<file path="config.mk">
export PLATFORM = sky130hd
export DESIGN_NAME = lifeg_ram
export DESIGN_NICKNAME = d
export VERILOG_FILES = /design/src/rtl/lifeg_ram.sv
export SDC_FILE = /design/constraint.sdc
export NUM_CORES = 2
export LEC_CHECK = 0
export BUFFER_PORTS_ARGS = -buffer_cell sky130_fd_sc_hd__buf_2
export CAP_MARGIN = 20
export CELL_PAD_IN_SITES_DETAIL_PLACEMENT = 0
export CELL_PAD_IN_SITES_GLOBAL_PLACEMENT = 1
export CORE_MARGIN = 2
export CORE_UTILIZATION = 44
export DETAILED_ROUTE_END_ITERATION = 10
export GPL_ROUTABILITY_DRIVEN = 0
export MAX_ROUTING_LAYER = met4
export PLACE_DENSITY = 0.64
export SLEW_MARGIN = 30
export SYNTH_ARGS = -nofsm -noshare
export SYNTH_HDL_FRONTEND = slang
export SYNTH_SLANG_ARGS = --single-unit
</file>
<file path="constraint.sdc">
create_clock -name clk -period 11.9 [get_ports clk]
set_clock_uncertainty 0.05 [all_clocks]
set_input_delay 1.19 -clock clk [delete_from_list [all_inputs] [get_ports clk]]
set_output_delay 1.19 -clock clk [all_outputs]
set_load 0.03 [all_outputs]
</file>
<file path="src/rtl/lifeg_ram.sv">
// Generic single-write, single-read RAM with registered read data.
// No dependencies.

module lifeg_ram #(
    parameter int WIDTH = 64,
    parameter int DEPTH = 64
) (
    input  logic                     clk,
    input  logic                     we,
    input  logic [$clog2(DEPTH)-1:0] wr_addr,
    input  logic [WIDTH-1:0]         wr_data,
    input  logic [$clog2(DEPTH)-1:0] rd_addr,
    output logic [WIDTH-1:0]         rd_data
);

    logic [WIDTH-1:0] mem_reg [DEPTH];
    logic [WIDTH-1:0] rd_data_reg;

    always_ff @(posedge clk)
    begin
        if (we)
        begin
            mem_reg[wr_addr] <= wr_data;
        end
        rd_data_reg <= mem_reg[rd_addr];
    end

    assign rd_data = rd_data_reg;

endmodule

</file>
## After elaboration in Yosys (flattened, before gate mapping)

Memories as Yosys holds them, arrays and structs flattened. A register that Yosys moved wholly into a read port is not among the register bits.
Index checks and enable logic that the tools add are counted.

- Register bits after elaboration: 0
- Bits in writable memories: 4096
- Input port bits: 78
- Word-level logic and storage cells: 3
- Memories kept: 1

- Multiplexer cells: 2

Memories:

| name | depth | width | rd ports | clocked after Yosys merged registers in | write ports | RTL line | text |
|---|---|---|---|---|---|---|---|
| mem_reg | 64 | 64 | 1 | 1 | 1 | 16 | `logic [WIDTH-1:0] mem_reg [DEPTH];` |

Operators with widths:

| kind | count |
|---|---|
| 1-bit two-way mux | 2 |

## Longest topological paths before layout

- Depth after elaboration: 2
- Gate-level depth with buffers: 9
- Depth with buffers taken out: 5

## Least setup slack after synthesis

OpenSTA, ideal clock, no wires.

- Kind: input to register
- Start: in wr_addr[3]
- End: mem mem_reg[48][0] (enable)
- Setup time: 564 ps
- Arrival time: 6062 ps
- Data required time: 11286 ps
- Path slack: 5224 ps
- Cell stages on the path: 4
- Buffers on the path: 1
- Cell sequence: clkbuf_1 nor2b_1 nand4b_1 nor3_1

RTL lines:

| item | RTL line | text |
|---|---|---|
| start: declaration | 10 | `input logic [$clog2(DEPTH)-1:0] wr_addr,` |
| end: declaration | 16 |  |

No word-level cell before the write port.

==> flow_metrics.tcl <==
set metrics [dict create \
    status "finished clean" \
    core_mm2 0.353 \
    vias 75300 \
    combPwrFrac_pct 4.6 \
    grt_pass1_wl_um 613000 \
    timing.setup.tns_ns 0 \
    die_x_um 600 \
    min_path_type "in2reg" \
    clkLatencyLatePin_ns 0.97 \
    cpPeakStageDelay_ns 0.68 \
    largest_reg_flops 4096 \
    first_pass_iters 5 \
    port_buffers 141 \
    dp_hpwl_um 223000 \
    drt_wl_total_um 443000 \
    cts_tree "yes" \
    pin_count 142 \
    rsz0062_at_grt "no" \
    layout_commonest_cell "edfxtp_1" \
    r2r_end "rd_data[50]$_DFF_P_" \
    reg2regPathDepth 5 \
    holdBufCountCts 0 \
    ctsLongestPathBuffers 4 \
    critical_path_buf_inv_count 5 \
    syn-instance-count 6598 \
    die_area_mm2 0.360 \
    cp_cell_sequence "buf_8 > buf_4 > buf_12 > nor2b_4 > buf_4 > buf_4 > a22oi_1 > nand3_1 > and3_1" \
    max_freq_mhz 238 \
    worst_pin_slew_ns 1.07 \
    slew_violations 0 \
    drive_above_1_share_pct 28.2 \
    postCtsSetupBuffers 0 \
    dp_slack_ns 6.76 \
    areaGrowthSynthToFinish_pct 13.7 \
    grt_pass1_vias 75700 \
    clk_pin_slew_ns 0.06 \
    max-cap-violations 0 \
    critPathMaxFanout 104 \
    grt_overflow 0 \
    drtAntennaViolNets 0 \
    postSynthNetCount 6676 \
    required_ns 12.70 \
    ys_seq_area_share_pct 79.5 \
    seqPwrFrac_pct 52.8 \
    cts.repair.resized 0 \
    crit_family "buffers and inverters" \
    hold_depth 1 \
    synth.distinct_cells 33 \
    synth-seq-cells 4160 \
    syn_area_per_cell_um2 23.7 \
    crit_path_top_delay_cell "buf_4" \
    cts_sinks 4160 \
    start_util_pct 44.3 \
    ir_drop_v 0.000137 \
    min_period_over_period_pct 35.2 \
    grt_max_degree 111 \
    p_leak_uw 0.0551 \
    yosys_warnings 0 \
    fin_crit_ns 4.19 \
    r2r_setup_slack_ns 9.75 \
    power_density_mw_per_mm2 174 \
    switching_share_pct 21.3 \
    holdPathEnd "mem_reg[50][2]$_DFFE_PP_" \
    die_y_um 600 \
    end_kind "flip-flop" \
    final-setup-viol-count 0 \
    worst_setup_path_start_kind "input port" \
    wire_per_inst_um 36.7 \
    drc_errors 0 \
    p_int_uw 24300 \
    timing.rr.start "mem_reg[13][50]$_DFFE_PP_" \
    setup_ws_ns 7.71 \
    crit_top_cell "buf_4" \
    cts_max_level 5 \
    holdWs_ns 0.693 \
    cts_buffers 420 \
    relSlewSlack_pct 28.7 \
    post_drt_via_cell_ratio 6.23 \
    syn_area_mm2 0.156 \
    netSwitchingPower_uw 6570 \
    grt_usage_pct 25.3 \
    drt_iter0_drc 9827 \
    path_class "in2reg" \
    cp.arrival_ns 4.99 \
    total_power_uw 30900 \
    antenna_found_initial 27 \
    num_rows 218 \
    ctsRootBufferMaster "clkbuf_16" \
    hold_viol 0 \
    nets 7067 \
    most-common-layout-cells "edfxtp_1, mux4_2, clkbuf_16" \
    clockPowerShare_pct 42.5 \
    worstHoldStart "wr_data[2]" \
]
-- worst max path at each step --
| stage | from | endpoint | cells after the start |
|---|---|---|---|
| after floorplan | wr_addr[3] | mem_reg[48][0]$_DFFE_PP_ | 4 |
| after global placement | rd_addr[2] | rd_data[25]$_DFF_P_ | 7 |
| after detailed placement | rd_addr[0] | rd_data[40]$_DFF_P_ | 7 |
| after CTS | rd_addr[0] | rd_data[40]$_DFF_P_ | 7 |
| after global routing | rd_addr[0] | rd_data[40]$_DFF_P_ | 7 |
| final | rd_addr[2] | rd_data[12]$_DFF_P_ | 9 |
-- layer usage --
layer  wire length (um)  GRT usage [%]
met5                  0              -
met1             177000           34.5
met4              10900           5.99
met3              33700           3.48
met2             221000           40.8
-- cells in the mapped netlist (all sizes together) --
master,number,share of area [%]
or3,29,0.12
inv,19,0.046
nand3b,2,0.0096
a2bb2oi,19,0.11
nor3,2,0.0064
and3,64,0.26
mux4,1024,15
and2,3,0.012
a211oi,63,0.30
mux2i,135,0.86
o221ai,38,0.21
a22o,88,0.49
a22oi,168,0.81
clkbuf,140,0.34
nor2,112,0.27
a41oi,26,0.15
buf,230,0.80
o22ai,83,0.33
nand2b,11,0.044
edfxtp,4096,79
dfxtp,64,0.82
nand4b,1,0.0056
a31o,1,0.0056
or2,28,0.11
nand2,58,0.14
nand4,2,0.0080
or3b,1,0.0056
nand3,45,0.14
a31oi,18,0.072
nor2b,28,0.11
-- final cells by class --
cell class	count	area, um2
Antenna cell	14	35.0
Tap cell	4730	5920
Timing Repair Buffer	339	2990
Sequential cell	4160	124000
Multi-Input combinational cell	2049	30800
Fill cell	27600	175000
Clock buffer	547	11300
Clock inverter	228	2350
Inverter	19	71.3
-- cell families (layout without fill, tap and decap cells) --
group                  count (synthesis)  after routing  share of synthesized area (%)
flip-flops                          4160           4160                           79.5
multiplexers                        1159           1159                           15.6
AO/OA/AOI/OAI                        504            504                           2.48
other                                  0             14                              0
buffers and inverters                389           1133                           1.18
AND/OR/NAND/NOR                      386            386                           1.24
-- power by group through the flow --
stage,combinational [uW],sequential [uW],clock (uW)
final,1420,16300,13100
after floorplan,756,16600,0
after detailed placement,1430,16600,0
after CTS,1430,16300,13300
after global placement,1400,16600,0
after global routing,1510,16300,13900
-- metrics by stage --
| step | std cells | util [%] | instance area [um2] |
|---|---|---|---|
| after floorplan | 6598 | - | 156000 |
| after CTS | 12100 | 50.3 | 178000 |
| after detailed placement | 11300 | 46.4 | 164000 |
| after global placement | 11300 | 46.3 | 163000 |
| final | 12100 | 50.3 | 178000 |
| after global routing | 12100 | 50.3 | 178000 |
No activity file was read; power rests on OpenSTA's default activity.
