File: src/rtl/lifeg_pkg.sv
// Shared types, sizes and codes for the life grid engine.
// No dependencies; lifeg_ifs, the top level and lifeg_row_unit refer to this package by scoped name.

package lifeg_pkg;

    localparam int MAX_COLS = 64;
    localparam int MAX_ROWS = 64;

    localparam int COL_AW   = $clog2(MAX_COLS);
    localparam int ROW_AW   = $clog2(MAX_ROWS);
    localparam int CFG_W    = 7;
    localparam int COORD_W  = 6;
    localparam int COUNT_W  = 4;
    localparam int ROW_CW   = (ROW_AW + 1 > CFG_W) ? ROW_AW + 1 : CFG_W;

    typedef logic [MAX_COLS-1:0] row_t;
    typedef logic [COUNT_W-1:0]  count_t;

    typedef enum logic [1:0] {
        REQ_WRITE   = 2'd0,
        REQ_READ    = 2'd1,
        REQ_CLEAR   = 2'd2,
        REQ_ADVANCE = 2'd3
    } req_type_t;

    typedef enum logic {
        CFG_ACTIVE_COLS = 1'b0,
        CFG_ACTIVE_ROWS = 1'b1
    } cfg_index_t;

    typedef enum logic [3:0] {
        ST_IDLE,
        ST_WR_READ,
        ST_WR_MOD,
        ST_RD_ABOVE,
        ST_RD_HERE,
        ST_RD_BELOW,
        ST_RD_CAPTURE,
        ST_CLR_FIRST,
        ST_CLR_ROW,
        ST_ADV_FIRST,
        ST_ADV_LOAD,
        ST_ADV_ROW,
        ST_RESP
    } state_t;

endpackage

File: src/rtl/lifeg_row_unit.sv
// Shared row unit: live-neighbor counts and B3/S23 next state for every column of a row.
// Depends on lifeg_pkg for row and count types.

module lifeg_row_unit (
    input  lifeg_pkg::row_t   above,
    input  lifeg_pkg::row_t   here,
    input  lifeg_pkg::row_t   below,
    output lifeg_pkg::count_t counts [lifeg_pkg::MAX_COLS],
    output lifeg_pkg::row_t   next_row
);

    logic [lifeg_pkg::MAX_COLS+1:0] above_pad;
    logic [lifeg_pkg::MAX_COLS+1:0] here_pad;
    logic [lifeg_pkg::MAX_COLS+1:0] below_pad;

    assign above_pad = {1'b0, above, 1'b0};
    assign here_pad  = {1'b0, here, 1'b0};
    assign below_pad = {1'b0, below, 1'b0};

    always_comb
    begin
        lifeg_pkg::count_t n;
        for (int c = 0; c < lifeg_pkg::MAX_COLS; c++)
        begin
            n = lifeg_pkg::count_t'(above_pad[c]) + lifeg_pkg::count_t'(above_pad[c+1])
              + lifeg_pkg::count_t'(above_pad[c+2]) + lifeg_pkg::count_t'(here_pad[c])
              + lifeg_pkg::count_t'(here_pad[c+2]) + lifeg_pkg::count_t'(below_pad[c])
              + lifeg_pkg::count_t'(below_pad[c+1]) + lifeg_pkg::count_t'(below_pad[c+2]);
            counts[c]   = n;
            next_row[c] = (n == 4'd3) || (here[c] && (n == 4'd2));
        end
    end

endmodule
File: config.mk
export PLATFORM = sky130hd
export DESIGN_NAME = lifeg_row_unit
export DESIGN_NICKNAME = d
export VERILOG_FILES = /design/src/rtl/lifeg_pkg.sv /design/src/rtl/lifeg_row_unit.sv
export SDC_FILE = /design/constraint.sdc
export NUM_CORES = 1
export LEC_CHECK = 0
export CAP_MARGIN = 20
export CORE_AREA = 2 2 199 201
export DETAILED_ROUTE_END_ITERATION = 8
export DIE_AREA = 0 0 201 203
export DONT_BUFFER_PORTS = 1
export PLACE_DENSITY = 0.4
export SLEW_MARGIN = 20
export SYNTH_ARGS = -nofsm -noshare
export SYNTH_HDL_FRONTEND = slang
export SYNTH_SLANG_ARGS = --single-unit
File: constraint.sdc
create_clock -name vclk -period 4.12
set_clock_uncertainty 0.2 [all_clocks]
set_input_delay 0.412 -clock vclk [all_inputs]
set_output_delay 0.412 -clock vclk [all_outputs]
set_load 0.01 [all_outputs]
[Word-level counts from Yosys, hierarchy flattened]
Index checks and enable logic that the tools add are counted.
Cells by class
  reductions and logical operators: 128
  equal/unequal tests: 128
  $add $sub $neg: 441
Operators by type and width (number)
  $add A4 B1 Y4: 252
  $eq A4 B2 Y1 const B: 128
  $add A3 B1 Y4: 63
  $add A2 B1 Y3: 63
  $add A1 B1 Y2: 63
  $logic_and A1 B1 Y1: 64
  $logic_or A1 B1 Y1: 64
Word-level totals
  logic and storage cells: 697
  bits in registers: 0

[Logic depth before layout (Yosys ltp)]
  depth in word-level cells: 10
  mapped depth: 10
  mapped depth without buffers: 10

[Least setup slack after synthesis]
OpenSTA, ideal clock, no wires.
  path type: input port to output port
  start point: input port above[51]
  end point: output port next_row[52]
  setup slack: 0.255 ns
  arrival: 3.253 ns
  path buffers: 0
  stages: 10
  cell sequence: inv_1 > fa_1 > fa_1 > fa_1 > inv_1 > ha_1 > inv_1 > fa_1 > xnor2_1 > a2111oi_1
RTL lines
  start, declared: RTL line lifeg_row_unit.sv:5  | input lifeg_pkg::row_t above,
  end, declared: RTL line lifeg_row_unit.sv:9  | output lifeg_pkg::row_t next_row

[Worst setup path after layout]
  start point: input port above[40]
  end point: output port next_row[41]
Between the ends
  cells in the longest elaborated chain, start to end: 10
Ends and longest elaborated chain
  $add A1 B1 Y2 (*): RTL line lifeg_row_unit.sv:25  | n = lifeg_pkg::count_t'(above_pad[c]) + lifeg_pkg::count_t'(above_pad[c+1])
  $add A2 B1 Y3 (*): RTL line lifeg_row_unit.sv:26  | + lifeg_pkg::count_t'(above_pad[c+2]) + lifeg_pkg::count_t'(here_pad[c])
  $add A3 B1 Y4 (*): RTL line lifeg_row_unit.sv:26
  $add A4 B1 Y4 (*) (2 in series): RTL line lifeg_row_unit.sv:27  | + lifeg_pkg::count_t'(here_pad[c+2]) + lifeg_pkg::count_t'(below_pad[c])
  $add A4 B1 Y4 (*) (2 in series): RTL line lifeg_row_unit.sv:28  | + lifeg_pkg::count_t'(below_pad[c+1]) + lifeg_pkg::count_t'(below_pad[c+2]);
  $eq A4 B2 Y1: RTL line lifeg_row_unit.sv:30  | next_row[c] = (n == 4'd3) || (here[c] && (n == 4'd2));
  $logic_and A1 B1 Y1: RTL line lifeg_row_unit.sv:30
  $logic_or A1 B1 Y1 (*): RTL line lifeg_row_unit.sv:30
Mark *: on every way between the ends. The rest lies on a longest branch, timed or not.

==> impl_summary.txt <==
----------------------------------------------------
[Drt]
  DR vias ... slightly below 8000
  # DRC ... 0
  Routed wire per std cell ... ~17 um
  Length of the first detailed-routing pass in iterations ... 4
  Total wire length after detailed routing ... approximately 32 mm
  Per-cell via count in the routed design ... between 4 and 5
  Violation count after the first detailed-routing iteration ... between 150 and 200
  Remaining antenna violation count after routing ... 0

[Timing]
  Hold Slack ... approximately 780 ps
  Fraction of the cycle the final worst path needs ... 0.964
  Max-Slew Margin vs Limit ... 0.662
  Final-report max-slew violation count ... 0
  Hold Violations, Final ... 0
  Final count of negative-setup-slack endpoints ... 0
  Unrepaired setup endpoints after global routing ... no
  Peak Freq ... approximately 250 MHz
  Worst Tran Pin Value ... 504 ps
  Post-route setup TNS ... 0 ps
  Clock period minus final worst setup slack ... 3970 ps

[Cells and area]
  Final Instance Count excl. Fillers ... about 1800
  FF+latch area ... 0 um2
  FILL cells ... roughly 4100
  Growth of design area from synthesis to finish ... 11.8%
  Number of sequential storage elements ... 0
  Count of clock-net buffers in the final layout ... 0
  Total Nets Final ... a little under 2000
  Final Core Density ... 0.331
  Fraction of layout instances using a drive strength above 1 ... 0.0802

[Floorplan]
  I/O Pins ... slightly above 500
  Initial core utilization ... 0.296
  Number of placement rows ... 72
  Area of the core ... 38500 um2
  Height of the die ... approximately 200 um
  Die span in x ... ~200 um
  Area of the die ... 40800 um2

[Power]
  Pwr dens ... between 300 and 400 nW/um2
  VDD IR max ... approximately 160 uV
  Total leakage power ... between 7 and 8 nW

[Yosys]
  Yosys cell types ... 16
  Avg Cell Area, Syn ... roughly 9.3 um2
  Yosys warning count ... 0
  Syn Inst Count ... 1218
  Sequential area share after synthesis ... 0
  Cell Area, Synth ... 11400 um2

[Global routing]
  Initial antenna violation count ... 1
  Overflow after GRT ... 0
  Largest net degree at the start of global routing ... 4
  Vias in the first global route ... 9201
  Global-route wire length before repair ... slightly above 50 mm
  Gr usage total ... 0.158

[Worst setup path]
  Required time reported for the critical path endpoint ... roughly 3500 ps
  Type of the worst setup path ... in2out
  Critical path capture point type ... output port
  CP Launch Type ... input pin
  Maximum net fanout on the critical path ... 2
  Arrival time at the worst endpoint ... between 3000 and 4000 ps

[Placement]
  Gp weighted congestion ... between 0.8 and 0.9
  Placed cell count ... between 1500 and 2000
  Buffers on Ports ... 0
  Detailed placer's ending HPWL ... 31.3 mm

[Clocking]
  Number of hold-repair buffers added at the cts stage ... 0
  Postcts setup bufs ... 0

[Min path]
  Classification of the worst-slack hold path ... in2out
  Hold Path End ... next_row[0]
  Number of cells traversed by the worst hold path ... 2
  Start point of the worst hold path ... here[0]

[Job]
  Total of max-cap violations ... 0

[Outcome]
  Status ... completed

----------------------------------------------------
-- cells by family (layout without fill, tap and decap cells) --
logic type               count (synthesis)  in the layout  share of synthesized area
other                                    1              3                   0.000329
adder cells (fa/ha/maj)                440            440                      0.650
buffers and inverters                  463            554                      0.153
XOR/XNOR                                62             62                     0.0477
AND/OR/NAND/NOR                         80             80                     0.0414
AO/OA/AOI/OAI                          172            172                      0.107
-- worst max-delay path, stage by stage --
cell and delay [ps]:
sky130_fd_sc_hd__inv_1 60, sky130_fd_sc_hd__fa_1 560, sky130_fd_sc_hd__fa_1 430, sky130_fd_sc_hd__fa_1 440, sky130_fd_sc_hd__inv_1 60, sky130_fd_sc_hd__ha_1 150
sky130_fd_sc_hd__inv_1 60, sky130_fd_sc_hd__fa_1 430, sky130_fd_sc_hd__xnor2_1 160, sky130_fd_sc_hd__a2111oi_1 370, sky130_fd_sc_hd__buf_4 210
-- where the power goes --
group / internal [mW] / switching, mW
Combinational: 2.03 / 2.84
Sequential: 0 / 0
Clock: 0.0000000325 / 0
Total: 2.03 / 2.84
-- stage by stage --
step / instance area [um2] / setup WS (ps) / power, mW
global placement: 12700 / 148 / 4.92
finish: 12700 / 149 / 4.87
CTS: 12700 / 103 / 4.97
global route: 12700 / 8.58 / 5.52
detailed placement: 12700 / 101 / 4.94
floorplan: 11400 / 255 / 3.40
-- how the worst max path moves through the flow --
stage	start	end	slack (ps)	depth (start not counted)
2_1_floorplan	above[51]	next_row[52]	250	10
3_3_place_gp	above[51]	next_row[52]	150	11
3_5_place_dp	above[51]	next_row[52]	100	11
4_1_cts	above[51]	next_row[52]	100	11
5_1_grt	above[8]	next_row[9]	9	11
6_report	above[40]	next_row[41]	150	11
-- layer usage --
layer	global-route usage	vias up	wire (um)
li1	-	3830	-
met1	0.185	3795	12400
met2	0.290	286	16200
met3	0.0477	22	2840
met4	0.0228	0	568
met5	0	-	0
-- cells in the final DEF, fill, tap and decap left out, types with 7 or more instances in the layout --
cell,count
sky130_fd_sc_hd__inv_1,461
sky130_fd_sc_hd__fa_1,252
sky130_fd_sc_hd__ha_1,188
sky130_fd_sc_hd__buf_4,93
sky130_fd_sc_hd__a21o_1,62
sky130_fd_sc_hd__and2_1,55
sky130_fd_sc_hd__xor2_1,48
sky130_fd_sc_hd__o21ai_0,48
sky130_fd_sc_hd__a211oi_1,48
sky130_fd_sc_hd__nor2_1,16
sky130_fd_sc_hd__xnor2_1,14
sky130_fd_sc_hd__a2111oi_1,9
sky130_fd_sc_hd__and2_2,7
-- layout make-up --
| class | instances | area (um2) | share of cell area |
|---|---|---|---|
| Timing Repair Buffer | 93 | 698 | 0.0548 |
| Tap cell | 518 | 648 | 0.0509 |
| Inverter | 461 | 1730 | 0.136 |
| Antenna cell | 1 | 2.50 | 0.000197 |
| Multi-Input combinational cell | 756 | 9650 | 0.758 |
-- synth_stat cells, types with 7 or more instances --
library cell	n	area (um2)
sky130_fd_sc_hd__a2111oi_1	11	110
sky130_fd_sc_hd__a211oi_1	48	360
sky130_fd_sc_hd__a21o_1	62	465
sky130_fd_sc_hd__and2_1	55	344
sky130_fd_sc_hd__and2_2	7	52.6
sky130_fd_sc_hd__fa_1	252	5040
sky130_fd_sc_hd__ha_1	188	2350
sky130_fd_sc_hd__inv_1	461	1730
sky130_fd_sc_hd__nor2_1	16	60.1
sky130_fd_sc_hd__o21ai_0	48	240
sky130_fd_sc_hd__xnor2_1	14	123
sky130_fd_sc_hd__xor2_1	48	420
-- repair_timing --
action	CTS	global route
endpoints found under the setup margin	0	2
hold endpoints to repair	0	0
gates resized for setup	0	2
Power figures use the tool's default switching activity.
